## src/rtl/core/column_shaded_pixel_darkener_core_assert.svh

```systemverilog
// assertion macros used by the darkener core back end (csd_back)
// no dependencies; include after the timescale line
`ifndef COLUMN_SHADED_PIXEL_DARKENER_CORE_ASSERT_SVH
`define COLUMN_SHADED_PIXEL_DARKENER_CORE_ASSERT_SVH

// same-cycle implication under synchronous active-low reset
`define CSD_ASSERT_IMM(label, clk, rst_n, ante, cons, msg) \
    label: assert property (@(posedge clk) disable iff (!rst_n) (ante) |-> (cons)) \
        else $error(msg);

// next-cycle implication under synchronous active-low reset
`define CSD_ASSERT_NXT(label, clk, rst_n, ante, cons, msg) \
    label: assert property (@(posedge clk) disable iff (!rst_n) (ante) |=> (cons)) \
        else $error(msg);

`endif

```

## src/rtl/core/csd_pkg.sv

```systemverilog
// shared types, constants and helpers of the pixel darkener core
// no dependencies
`timescale 1ns / 1ps

package csd_pkg;

    localparam int DEF_MAX_WIDTH  = 2048;
    localparam int DEF_MAX_HEIGHT = 2048;
    localparam int CFG_W          = 12;
    localparam int QUEUE_DEPTH    = 2;

    localparam logic [CFG_W-1:0] CFG_RESET = CFG_W'(16);

    // register index, taken from paddr[2]
    localparam logic REG_IMAGE_WIDTH  = 1'b0;
    localparam logic REG_IMAGE_HEIGHT = 1'b1;

    // q0.16 gains
    localparam logic [15:0] GAIN_095 = 16'd62259;
    localparam logic [15:0] GAIN_070 = 16'd45875;
    localparam logic [15:0] GAIN_040 = 16'd26214;

    typedef struct packed {
        logic [7:0] blue_in;
        logic [7:0] green_in;
        logic [7:0] red_in;
        logic [7:0] alpha_in;
    } t_pix_in;

    typedef struct packed {
        logic [7:0] blue_out;
        logic [7:0] green_out;
        logic [7:0] red_out;
        logic [7:0] alpha_out;
        logic       last_pixel;
    } t_pix_out;

    // position class of one pixel, front to back
    typedef struct packed {
        logic inner;
        logic first_row;
        logic last_row;
        logic first_col;
        logic last_col;
        logic last;
    } t_cls;

    typedef enum logic [2:0] {
        B_IDLE,
        B_PROD,
        B_SQRT,
        B_DIV,
        B_GAIN,
        B_SCALE,
        B_DONE
    } t_bstate;

    // truncated q0.16 scaling of one byte
    function automatic logic [7:0] scale8(input logic [7:0] v, input logic [15:0] gain);
        logic [23:0] prod;
        prod = {16'b0, v} * {8'b0, gain};
        return prod[23:16];
    endfunction

endpackage

```

## src/rtl/core/column_shaded_pixel_darkener_core.sv

```systemverilog
// top level of the column-shaded pixel darkener core
// depends on csd_pkg, csd_front, csd_queue and csd_back
`timescale 1ns / 1ps

// Darkens a stream of BGRA pixels given in buffer order, row by row. The
// front end counts column and row, classifies each pixel (inner row, first
// or last row, first or last column) and accepts one transfer per cycle
// while the two-entry queue has room. The back end takes one pixel at a
// time: a pixel on an inner row needs the column gain, worked out by a
// bit-serial square root and a bit-serial divide, one bit per cycle each;
// a pixel on the first or last row goes straight to the scaling passes.
// The back end sets the sustained rate; the output register lets it start
// the next pixel while a result waits to be taken. image_width (offset 0)
// and image_height (offset 4) are written over the APB port and reset to
// 16; the user must write them only while the block is idle, which the
// block itself does not enforce. Writes do not clear the counters, and
// last_pixel marks the final pixel of each image.

module column_shaded_pixel_darkener_core import csd_pkg::*; #(
    parameter int MAX_WIDTH  = DEF_MAX_WIDTH,
    parameter int MAX_HEIGHT = DEF_MAX_HEIGHT
) (
    input  logic        i_clk,
    input  logic        i_rst_n,
    // apb configuration port
    input  logic        psel,
    input  logic        penable,
    input  logic        pwrite,
    input  logic [2:0]  paddr,
    input  logic [31:0] pwdata,
    output logic [31:0] prdata,
    output logic        pready,
    // pixel input
    input  logic        i_in_valid,
    output logic        o_in_ready,
    input  t_pix_in     i_in_data,
    // pixel output
    output logic        o_out_valid,
    input  logic        i_out_ready,
    output t_pix_out    o_out_data
);

    localparam int WW = $clog2(MAX_WIDTH + 1);
    localparam int XW = (MAX_WIDTH > 1) ? $clog2(MAX_WIDTH) : 1;
    localparam int DW = $bits(t_pix_in) + $bits(t_cls) + XW + WW;

    // configuration registers
    logic [CFG_W-1:0] r_width, r_height;
    logic             cfg_wr;

    // front to queue
    logic             f_push, q_ready;
    t_pix_in          f_pix;
    t_cls             f_cls;
    logic [XW-1:0]    f_x;
    logic [WW-1:0]    f_w;

    // queue to back
    logic [DW-1:0]    q_data;
    logic             q_valid, q_pop;
    t_pix_in          b_pix;
    t_cls             b_cls;
    logic [XW-1:0]    b_x;
    logic [WW-1:0]    b_w;

    // no wait states; the write lands on the access cycle
    assign pready = 1'b1;
    assign cfg_wr = psel && penable && pwrite;

    always_ff @(posedge i_clk) begin
        if (!i_rst_n) begin
            r_width  <= CFG_RESET;
            r_height <= CFG_RESET;
        end else if (cfg_wr) begin
            case (paddr[2])
                REG_IMAGE_WIDTH:  r_width  <= pwdata[CFG_W-1:0];
                REG_IMAGE_HEIGHT: r_height <= pwdata[CFG_W-1:0];
                default:          r_width  <= r_width;
            endcase
        end
    end

    always_comb begin
        case (paddr[2])
            REG_IMAGE_WIDTH:  prdata = {{(32 - CFG_W){1'b0}}, r_width};
            REG_IMAGE_HEIGHT: prdata = {{(32 - CFG_W){1'b0}}, r_height};
            default:          prdata = '0;
        endcase
    end

    // counters and classification
    csd_front #(
        .MAX_WIDTH  (MAX_WIDTH),
        .MAX_HEIGHT (MAX_HEIGHT)
    ) u_front (
        .i_clk        (i_clk),
        .i_rst_n      (i_rst_n),
        .i_cfg_width  (r_width),
        .i_cfg_height (r_height),
        .i_valid      (i_in_valid),
        .o_ready      (o_in_ready),
        .i_pix        (i_in_data),
        .i_q_ready    (q_ready),
        .o_push       (f_push),
        .o_pix        (f_pix),
        .o_cls        (f_cls),
        .o_x          (f_x),
        .o_w          (f_w)
    );

    // classified pixels wait here for the back end
    csd_queue #(
        .DW    (DW),
        .DEPTH (QUEUE_DEPTH)
    ) u_queue (
        .i_clk   (i_clk),
        .i_rst_n (i_rst_n),
        .i_push  (f_push),
        .i_data  ({f_pix, f_cls, f_x, f_w}),
        .o_ready (q_ready),
        .i_pop   (q_pop),
        .o_valid (q_valid),
        .o_data  (q_data)
    );

    assign {b_pix, b_cls, b_x, b_w} = q_data;

    // gain computation, scaling passes and output register
    csd_back #(
        .MAX_WIDTH (MAX_WIDTH)
    ) u_back (
        .i_clk       (i_clk),
        .i_rst_n     (i_rst_n),
        .i_q_valid   (q_valid),
        .o_q_pop     (q_pop),
        .i_pix       (b_pix),
        .i_cls       (b_cls),
        .i_x         (b_x),
        .i_w         (b_w),
        .o_out_valid (o_out_valid),
        .i_out_ready (i_out_ready),
        .o_out       (o_out_data)
    );

endmodule

```

## src/rtl/core/csd_front.sv

```systemverilog
// front end: column/row counters and pixel classification
// depends on csd_pkg
`timescale 1ns / 1ps

module csd_front import csd_pkg::*; #(
    parameter int MAX_WIDTH  = DEF_MAX_WIDTH,
    parameter int MAX_HEIGHT = DEF_MAX_HEIGHT,
    localparam int WW = $clog2(MAX_WIDTH + 1),
    localparam int HW = $clog2(MAX_HEIGHT + 1),
    localparam int XW = (MAX_WIDTH > 1) ? $clog2(MAX_WIDTH) : 1,
    localparam int YW = (MAX_HEIGHT > 1) ? $clog2(MAX_HEIGHT) : 1
) (
    input  logic             i_clk,
    input  logic             i_rst_n,
    input  logic [CFG_W-1:0] i_cfg_width,
    input  logic [CFG_W-1:0] i_cfg_height,
    input  logic             i_valid,
    output logic             o_ready,
    input  t_pix_in          i_pix,
    input  logic             i_q_ready,
    output logic             o_push,
    output t_pix_in          o_pix,
    output t_cls             o_cls,
    output logic [XW-1:0]    o_x,
    output logic [WW-1:0]    o_w
);

    localparam int CWW = (WW > CFG_W) ? WW : CFG_W;
    localparam int CHW = (HW > CFG_W) ? HW : CFG_W;

    logic [XW-1:0]  r_col, n_col;
    logic [YW-1:0]  r_row, n_row;
    logic [CWW-1:0] wide_w;
    logic [CHW-1:0] wide_h;
    logic [WW-1:0]  w, col_ext, x_ext;
    logic [HW-1:0]  h, row_ext, y_ext;
    t_cls           cls;

    always_comb begin
        wide_w = CWW'(i_cfg_width);
        wide_h = CHW'(i_cfg_height);
        // zero acts as one, oversize as the maximum
        if (i_cfg_width == '0) begin
            w = WW'(1);
        end else if (wide_w > CWW'(MAX_WIDTH)) begin
            w = WW'(MAX_WIDTH);
        end else begin
            w = WW'(wide_w);
        end
        if (i_cfg_height == '0) begin
            h = HW'(1);
        end else if (wide_h > CHW'(MAX_HEIGHT)) begin
            h = HW'(MAX_HEIGHT);
        end else begin
            h = HW'(wide_h);
        end
        // stale counters land on the last column or row
        col_ext = WW'(r_col);
        row_ext = HW'(r_row);
        x_ext   = (col_ext >= w) ? w - WW'(1) : col_ext;
        y_ext   = (row_ext >= h) ? h - HW'(1) : row_ext;

        cls.first_row = (y_ext == '0);
        cls.last_row  = (y_ext == h - HW'(1));
        cls.first_col = (x_ext == '0);
        cls.last_col  = (x_ext == w - WW'(1));
        cls.inner     = !cls.first_row && !cls.last_row;
        cls.last      = cls.last_row && cls.last_col;

        if (cls.last_col) begin
            n_col = '0;
            n_row = cls.last_row ? '0 : YW'(y_ext + HW'(1));
        end else begin
            n_col = XW'(x_ext + WW'(1));
            n_row = YW'(y_ext);
        end
    end

    assign o_ready = i_q_ready;
    assign o_push  = i_valid && i_q_ready;
    assign o_pix   = i_pix;
    assign o_cls   = cls;
    assign o_x     = XW'(x_ext);
    assign o_w     = w;

    always_ff @(posedge i_clk) begin
        if (!i_rst_n) begin
            r_col <= '0;
            r_row <= '0;
        end else if (o_push) begin
            r_col <= n_col;
            r_row <= n_row;
        end
    end

endmodule

```

## src/rtl/core/csd_queue.sv

```systemverilog
// short first-word-fall-through queue between front and back
// depends on csd_pkg
`timescale 1ns / 1ps

module csd_queue import csd_pkg::*; #(
    parameter int DW    = 8,
    parameter int DEPTH = QUEUE_DEPTH,
    localparam int AW = (DEPTH > 1) ? $clog2(DEPTH) : 1,
    localparam int CW = $clog2(DEPTH + 1)
) (
    input  logic          i_clk,
    input  logic          i_rst_n,
    input  logic          i_push,
    input  logic [DW-1:0] i_data,
    output logic          o_ready,
    input  logic          i_pop,
    output logic          o_valid,
    output logic [DW-1:0] o_data
);

    logic [DW-1:0] r_mem [DEPTH];
    logic [AW-1:0] r_wp, r_rp;
    logic [CW-1:0] r_cnt;

    function automatic logic [AW-1:0] bump(input logic [AW-1:0] p);
        return (p == AW'(DEPTH - 1)) ? '0 : p + AW'(1);
    endfunction

    assign o_ready = (r_cnt != CW'(DEPTH));
    assign o_valid = (r_cnt != '0);
    assign o_data  = r_mem[r_rp];

    always_ff @(posedge i_clk) begin
        if (!i_rst_n) begin
            r_wp  <= '0;
            r_rp  <= '0;
            r_cnt <= '0;
        end else begin
            if (i_push) begin
                r_wp <= bump(r_wp);
            end
            if (i_pop) begin
                r_rp <= bump(r_rp);
            end
            if (i_push && !i_pop) begin
                r_cnt <= r_cnt + CW'(1);
            end else if (i_pop && !i_push) begin
                r_cnt <= r_cnt - CW'(1);
            end
        end
    end

    always_ff @(posedge i_clk) begin
        if (i_push) begin
            r_mem[r_wp] <= i_data;
        end
    end

endmodule

```

## src/rtl/core/csd_back.sv

```systemverilog
// back end: bit-serial sqrt and divide for the column gain, scaling passes,
// output register; depends on csd_pkg and the assertion macro header
`timescale 1ns / 1ps
`include "column_shaded_pixel_darkener_core_assert.svh"

module csd_back import csd_pkg::*; #(
    parameter int MAX_WIDTH = DEF_MAX_WIDTH,
    localparam int WW = $clog2(MAX_WIDTH + 1),
    localparam int XW = (MAX_WIDTH > 1) ? $clog2(MAX_WIDTH) : 1
) (
    input  logic          i_clk,
    input  logic          i_rst_n,
    input  logic          i_q_valid,
    output logic          o_q_pop,
    input  t_pix_in       i_pix,
    input  t_cls          i_cls,
    input  logic [XW-1:0] i_x,
    input  logic [WW-1:0] i_w,
    output logic          o_out_valid,
    input  logic          i_out_ready,
    output t_pix_out      o_out
);

    localparam int N    = WW + 16;
    localparam int OPW  = 2 * N;
    localparam int CNTW = $clog2(N + 1);

    localparam logic [2:0] STEP_INNER     = 3'd0;
    localparam logic [2:0] STEP_FIRST_ROW = 3'd1;
    localparam logic [2:0] STEP_LAST_ROW  = 3'd2;
    localparam logic [2:0] STEP_FIRST_COL = 3'd3;
    localparam logic [2:0] STEP_LAST_COL  = 3'd4;

    t_bstate         r_state, n_state;
    logic [CNTW-1:0] r_cnt;
    logic [2:0]      r_step;
    logic            r_out_valid;
    t_pix_out        r_out;

    logic [7:0]      r_b, r_g, r_r, r_a;
    t_cls            r_cls;
    logic [XW-1:0]   r_x;
    logic [WW-1:0]   r_w;
    logic [OPW-1:0]  r_op;
    logic [N:0]      r_rem;
    logic [N-1:0]    r_root;
    logic [WW-1:0]   r_drem;
    logic [15:0]     r_cg;

    logic            q_pop, out_load;
    logic [WW-1:0]   wx;
    logic [2*WW-1:0] prod;
    logic [N+2:0]    rem_sh, trial, sq_rem;
    logic            sq_ge;
    logic [WW:0]     dv_sh, dv_rem;
    logic            dv_ge;
    logic [31:0]     gmul;
    logic [15:0]     cg_next;
    logic            hit;
    logic [15:0]     gain_b, gain_gr;

    // datapath helpers
    always_comb begin
        wx     = WW'(r_x);
        prod   = {{WW{1'b0}}, wx} * {{WW{1'b0}}, r_w - wx};
        // one root digit per cycle
        rem_sh = {r_rem, r_op[OPW-1 -: 2]};
        trial  = {1'b0, r_root, 2'b01};
        sq_ge  = (rem_sh >= trial);
        sq_rem = sq_ge ? rem_sh - trial : rem_sh;
        // one quotient bit per cycle
        dv_sh  = {r_drem, r_root[N-1]};
        dv_ge  = (dv_sh >= {1'b0, r_w});
        dv_rem = dv_ge ? dv_sh - {1'b0, r_w} : dv_sh;
        gmul    = {16'b0, GAIN_040} * {16'b0, r_root[15:0]};
        cg_next = GAIN_070 + gmul[31:16];
    end

    always_comb begin
        gain_b = GAIN_095;
        case (r_step)
            STEP_INNER: begin
                hit     = r_cls.inner;
                gain_gr = r_cg;
            end
            STEP_FIRST_ROW: begin
                hit     = r_cls.first_row;
                gain_gr = GAIN_070;
            end
            STEP_LAST_ROW: begin
                hit     = r_cls.last_row;
                gain_gr = GAIN_070;
            end
            STEP_FIRST_COL: begin
                hit     = r_cls.first_col;
                gain_gr = GAIN_040;
            end
            STEP_LAST_COL: begin
                hit     = r_cls.last_col;
                gain_gr = GAIN_040;
            end
            default: begin
                hit     = 1'b0;
                gain_gr = GAIN_040;
            end
        endcase
    end

    // next state
    always_comb begin
        n_state = r_state;
        case (r_state)
            B_IDLE: begin
                if (i_q_valid) begin
                    n_state = i_cls.inner ? B_PROD : B_SCALE;
                end
            end
            B_PROD: n_state = B_SQRT;
            B_SQRT: begin
                if (r_cnt == CNTW'(1)) begin
                    n_state = B_DIV;
                end
            end
            B_DIV: begin
                if (r_cnt == CNTW'(1)) begin
                    n_state = B_GAIN;
                end
            end
            B_GAIN: n_state = B_SCALE;
            B_SCALE: begin
                if (r_step == STEP_LAST_COL) begin
                    n_state = B_DONE;
                end
            end
            B_DONE: begin
                if (!r_out_valid || i_out_ready) begin
                    n_state = B_IDLE;
                end
            end
            default: n_state = B_IDLE;
        endcase
    end

    // fsm outputs
    always_comb begin
        q_pop    = (r_state == B_IDLE) && i_q_valid;
        out_load = (r_state == B_DONE) && (!r_out_valid || i_out_ready);
    end

    assign o_q_pop     = q_pop;
    assign o_out_valid = r_out_valid;
    assign o_out       = r_out;

    always_ff @(posedge i_clk) begin
        if (!i_rst_n) begin
            r_state     <= B_IDLE;
            r_cnt       <= '0;
            r_step      <= STEP_INNER;
            r_out_valid <= 1'b0;
        end else begin
            r_state <= n_state;
            case (r_state)
                B_IDLE:  r_step <= STEP_INNER;
                B_PROD:  r_cnt  <= CNTW'(N);
                B_SQRT:  r_cnt  <= (r_cnt == CNTW'(1)) ? CNTW'(N) : r_cnt - CNTW'(1);
                B_DIV:   r_cnt  <= r_cnt - CNTW'(1);
                B_SCALE: r_step <= r_step + 3'd1;
                default: r_cnt  <= r_cnt;
            endcase
            if (out_load) begin
                r_out_valid <= 1'b1;
            end else if (i_out_ready) begin
                r_out_valid <= 1'b0;
            end
        end
    end

    always_ff @(posedge i_clk) begin
        case (r_state)
            B_IDLE: begin
                if (q_pop) begin
                    r_b   <= i_pix.blue_in;
                    r_g   <= i_pix.green_in;
                    r_r   <= i_pix.red_in;
                    r_a   <= i_pix.alpha_in;
                    r_cls <= i_cls;
                    r_x   <= i_x;
                    r_w   <= i_w;
                end
            end
            B_PROD: begin
                r_op   <= {prod, 32'b0};
                r_rem  <= '0;
                r_root <= '0;
            end
            B_SQRT: begin
                r_op   <= {r_op[OPW-3:0], 2'b00};
                r_rem  <= sq_rem[N:0];
                r_root <= {r_root[N-2:0], sq_ge};
                r_drem <= '0;
            end
            B_DIV: begin
                r_drem <= dv_rem[WW-1:0];
                r_root <= {r_root[N-2:0], dv_ge};
            end
            B_GAIN: r_cg <= cg_next;
            B_SCALE: begin
                if (hit) begin
                    r_b <= scale8(r_b, gain_b);
                    r_g <= scale8(r_g, gain_gr);
                    r_r <= scale8(r_r, gain_gr);
                end
            end
            B_DONE: begin
                if (out_load) begin
                    r_out.blue_out   <= r_b;
                    r_out.green_out  <= r_g;
                    r_out.red_out    <= r_r;
                    r_out.alpha_out  <= r_a;
                    r_out.last_pixel <= r_cls.last;
                end
            end
            default: r_cg <= r_cg;
        endcase
    end

    `CSD_ASSERT_IMM(a_pop_has_data, i_clk, i_rst_n, q_pop, i_q_valid, "pop from empty queue")
    `CSD_ASSERT_NXT(a_load_shows_result, i_clk, i_rst_n, out_load, r_out_valid, "result lost")
    `CSD_ASSERT_IMM(a_iter_count_live, i_clk, i_rst_n, (r_state == B_SQRT) || (r_state == B_DIV), r_cnt != '0, "iteration count ran out")
    `CSD_ASSERT_IMM(a_step_in_range, i_clk, i_rst_n, r_state == B_SCALE, r_step <= STEP_LAST_COL, "scale step out of range")

endmodule
```

## config.mk

```make
export PLATFORM = sky130hd
export DESIGN_NAME = column_shaded_pixel_darkener_core
export DESIGN_NICKNAME = d
export VERILOG_FILES = /design/src/rtl/core/csd_pkg.sv /design/src/rtl/core/column_shaded_pixel_darkener_core.sv /design/src/rtl/core/csd_front.sv /design/src/rtl/core/csd_queue.sv /design/src/rtl/core/csd_back.sv
export VERILOG_INCLUDE_DIRS = /design/src /design/src/rtl/core
export SDC_FILE = /design/constraint.sdc
export NUM_CORES = 2
export LEC_CHECK = 0
export ABC_AREA = 1
export BUFFER_PORTS_ARGS = -buffer_cell sky130_fd_sc_hd__buf_2
export CELL_PAD_IN_SITES_DETAIL_PLACEMENT = 1
export CELL_PAD_IN_SITES_GLOBAL_PLACEMENT = 1
export CORE_ASPECT_RATIO = 1.25
export CORE_MARGIN = 1.5
export CORE_UTILIZATION = 44
export CTS_CLUSTER_DIAMETER = 60
export CTS_CLUSTER_SIZE = 30
export DETAILED_ROUTE_END_ITERATION = 10
export PLACE_DENSITY_LB_ADDON = 0.1
export SLEW_MARGIN = 20
export SYNTH_ARGS = -nofsm -noshare
export SYNTH_HDL_FRONTEND = slang
export SYNTH_SLANG_ARGS = --single-unit
```

## constraint.sdc

```tcl
create_clock -name i_clk -period 6.3 [get_ports i_clk]
set_input_delay 1.26 -clock i_clk [delete_from_list [all_inputs] [get_ports i_clk]]
set_output_delay 1.26 -clock i_clk [all_outputs]
set_load 0.02 [all_outputs]
```

==> metrics <==
run status finished with violations; violated checks setup timing; CP arrival 7.12 ns; fraction of registers with async set/reset 0%; vias in the first global route 33800; unrepaired setup endpoints after global routing true; Row Count 120; die extent in y 333 um; n_diodes 0; worst reg2reg endpoint u_back.r_op[51]; wire length after detailed routing 110000 um; f_max 148 MHz; Worst Path Class, Setup reg2reg; final clock period utilization by the worst path 107%; maximum number of pins on one net before global-route repair 62; final hold violations 0; die area 0.0889 mm2; Hold Crit Class reg2reg; Synth Area in Adders 31.2%; instance count along the most critical hold path 0; share of synthesized cell area in and, or, nand and nor gates 19.4%; post-CTS clock slew at the launch and capture registers of the worst setup and hold paths 0.08 ns; combined area of the multi-input logic cells 0.0240 mm2; Finish-stage setup viols 10; wire length of the first global-routing pass 177000 um; H-tree Lvls 2; antenna violations before repair 3; final critical delay including setup and external delays 6.75 ns; vias 30900; number of warnings issued by yosys 0; maximum clock skew at final layout 0.0394 ns; type of destination of the critical path flop; worst slew pin tran 1.05 ns; Max Cap Viol 0; 1st-iter DRT viols 1139; total cell area at the placement stage 0.0417 mm2; longest individual stage delay on the worst path 0.51 ns; fraction of the mapped netlist area in compound gates 8.31%; data required time at the worst endpoint 6.67 ns; Worst Hold Launch u_back.r_a[7]; global-route congestion overflow total 0; count of flip-flops with a built-in enable after synthesis 325; I/O pin total 142; Worst-Skew Late Latency 0.61 ns; DPL Wire Length 89800 um; slack of the worst reg-to-reg path -0.45 ns; Root Buffer sky130_fd_sc_hd__clkbuf_16; fraction of the yosys area taken by sequential cells 28.7%; summed area of non-filler cells in the final layout 0.0436 mm2; Reg area 0.0110 mm2; via/cell ratio 5.14; largest fanout on the critical path 3; tightest slew margin relative to the limit 30.1%; final-report max-slew violation count 0; netlist area before placement 0.0383 mm2; port buffer count 98; Area Growth Syn to Fin 13.6%; share of cell area taken by muxes after synthesis 0.0783%; combinational family with the most area after synthesis adder cells; Core Box Area 0.0860 mm2; total number of nets in the final design 5641; top flip-flop cell by instance count after synthesis sky130_fd_sc_hd__edfxtp_1; worst setup slack after layout -0.450 ns; Clock Tree Buf Depth 3; Yosys cell types 68; number of clock sinks seen by CTS 388; count of antenna-violating nets left after detailed routing 0; DR DRC count 0; length of the first detailed-routing pass in iterations 5; Synth Instances 4546; Chip Width 267 um; share of final-layout standard cells stronger than drive strength 1 13.3%; TritonCTS clock tree yes; master of the slowest instance on the critical path sky130_fd_sc_hd__fa_1; number of synthesized register bits 388; Reg-to-Reg Start u_back.r_w[0]; number of cells traversed by the worst register-to-register path 41; Worst setup SP type flop; mean instance size in the synthesized netlist 8.43 um2; Initial Util 44.6%; routed len/inst 18.4 um; TritonCTS Buffers 37; GR Util All Layers 25.3%; xor and xnor fraction of the mapped netlist area 2.12%; worst hold endpoint u_back.o_out[8]; placer congestion estimate 0.871; number of fill cells 10300
==> synthesized netlist by cell type (15+ instances only) <==
cell type,n,area share (%)
sky130_fd_sc_hd__nor3_1,31,0.40
sky130_fd_sc_hd__clkbuf_1,79,0.77
sky130_fd_sc_hd__ha_1,402,13
sky130_fd_sc_hd__buf_4,23,0.45
sky130_fd_sc_hd__nand2_2,25,0.41
sky130_fd_sc_hd__inv_2,20,0.20
sky130_fd_sc_hd__o21ai_0,187,2.4
sky130_fd_sc_hd__nand3_1,154,2.0
sky130_fd_sc_hd__a31oi_1,21,0.34
sky130_fd_sc_hd__xnor2_1,35,0.80
sky130_fd_sc_hd__xor2_1,54,1.2
sky130_fd_sc_hd__edfxtp_1,325,25
sky130_fd_sc_hd__nor2_1,432,4.2
sky130_fd_sc_hd__a21oi_1,251,3.3
sky130_fd_sc_hd__nand2_1,974,9.5
sky130_fd_sc_hd__dfxtp_1,63,3.3
sky130_fd_sc_hd__nand4_1,42,0.69
sky130_fd_sc_hd__fa_1,347,18
sky130_fd_sc_hd__o21bai_1,15,0.29
sky130_fd_sc_hd__inv_1,830,8.1
sky130_fd_sc_hd__or2_2,27,0.44
==> worst max path at each step <==
| stage | cells past startpoint | start | slack [ns] | end |
|---|---|---|---|---|
| 6_report | 41 | u_back.r_w[0] | -0.45 | u_back.r_op[51] |
| 5_1_grt | 41 | u_back.r_w[0] | -0.83 | u_back.r_op[51] |
| 4_1_cts | 39 | u_back.r_w[0] | -0.40 | u_back.r_op[49] |
| 3_5_place_dp | 38 | u_back.r_w[0] | -0.63 | u_back.r_op[51] |
| 3_3_place_gp | 38 | u_back.r_w[0] | -0.47 | u_back.r_op[51] |
| 2_1_floorplan | 40 | u_back.r_w[0] | -0.28 | u_back.r_op[51] |
==> layer usage <==
metal | up-vias | global-route usage, % | wire length, um
met1 | 15400 | 28.5 | 44200
met5 | - | 0 | 23
li1 | 15000 | - | -
met2 | 381 | 49.0 | 59700
met3 | 163 | 2.23 | 2530
met4 | 4 | 8.51 | 3910
==> cells in the final DEF, fill, tap and decap left out, types with 8 or more instances in the layout <==
cell type,n
sky130_fd_sc_hd__o21bai_1,15
sky130_fd_sc_hd__or2_2,22
sky130_fd_sc_hd__o211ai_1,8
sky130_fd_sc_hd__o21ai_2,11
sky130_fd_sc_hd__nand4_1,42
sky130_fd_sc_hd__o21ai_0,172
sky130_fd_sc_hd__a21o_1,11
sky130_fd_sc_hd__edfxtp_1,325
sky130_fd_sc_hd__inv_2,34
sky130_fd_sc_hd__a21oi_1,242
sky130_fd_sc_hd__nor3_1,29
sky130_fd_sc_hd__xnor2_1,32
sky130_fd_sc_hd__nand2_2,42
sky130_fd_sc_hd__buf_4,231
sky130_fd_sc_hd__buf_2,98
sky130_fd_sc_hd__nor4_1,11
sky130_fd_sc_hd__nand2_1,952
sky130_fd_sc_hd__fa_1,343
sky130_fd_sc_hd__dfxtp_1,61
sky130_fd_sc_hd__o21ai_1,19
sky130_fd_sc_hd__o21a_1,8
sky130_fd_sc_hd__nor2_4,15
sky130_fd_sc_hd__conb_1,21
sky130_fd_sc_hd__nand3_1,149
sky130_fd_sc_hd__clkbuf_16,39
sky130_fd_sc_hd__nor2_1,421
sky130_fd_sc_hd__buf_6,10
sky130_fd_sc_hd__nand3_2,11
sky130_fd_sc_hd__ha_1,393
sky130_fd_sc_hd__nand2_4,12
sky130_fd_sc_hd__a211oi_1,8
sky130_fd_sc_hd__xor2_1,52
sky130_fd_sc_hd__nor2_2,19
sky130_fd_sc_hd__inv_1,814
sky130_fd_sc_hd__clkinv_1,11
sky130_fd_sc_hd__a31oi_1,20
==> cell type report <==
class / instances / area share (%)
clock inverters: 28 / 1.03
flip-flops and latches: 388 / 25.3
clock buffers: 40 / 2.25
well taps: 1159 / 3.33
multi-input cells: 3188 / 55.2
inverters: 862 / 7.45
repair buffers: 341 / 5.46
==> registers in the layout, summed over array words and instances, names as in the netlist, 12 cells and up, named ones only <==
register	count
r_height	12
u_back.r_w	12
u_back.r_root	28
u_back.r_rem	29
u_queue.r_mem	122
r_width	12
u_back.r_op	24
u_back.r_cg	16
u_back.r_drem	12
u_back.o_out	33
==> per-stage QoR <==
step           setup WS (ns)  util [%]  cells  TNS, ns  hold slack (ns)
2_1_floorplan         -0.277         -   4565   -0.528            0.400
3_3_place_gp          -0.471      48.4   5926    -2.93            0.402
3_5_place_dp          -0.634      48.4   5926    -4.38            0.407
4_1_cts               -0.405      50.3   6002    -1.51            0.427
5_1_grt               -0.830      50.6   6006    -5.91            0.435
6_report              -0.450      50.6   6006    -2.43            0.429
==> critical path, delay by kind of cell (launching register included) <==
family | cells | cell delay [ns]
adder cells (fa/ha/maj) | 8 | 3.16
AO/OA/AOI/OAI | 10 | 1.18
AND/OR/NAND/NOR | 14 | 1.10
buffers and inverters | 8 | 0.54
flip-flops | 1 | 0.40
XOR/XNOR | 1 | 0.18
==> repair_timing <==
item                                    4_1_cts  5_1_grt
pin swaps                                    60       54
hold buffers                                  0        0
endpoints found under the setup margin       11       21
endpoints found under the hold margin         0        0
resized for setup                            52       55
buffers inserted                              9        8
==> kinds of logic after synthesis <==
logic type                 Yosys count
muxes                                3
buffers and inverters              989
other                                2
adders and majority gates          749
and+or+nand+nor                   1756
xor gates and xnor gates            91
DFF                                388
AOI/OAI and AO/OA                  568
Power is not shown: default switching activity piles up to over one toggle a cycle in this logic, so the estimate is an artifact.
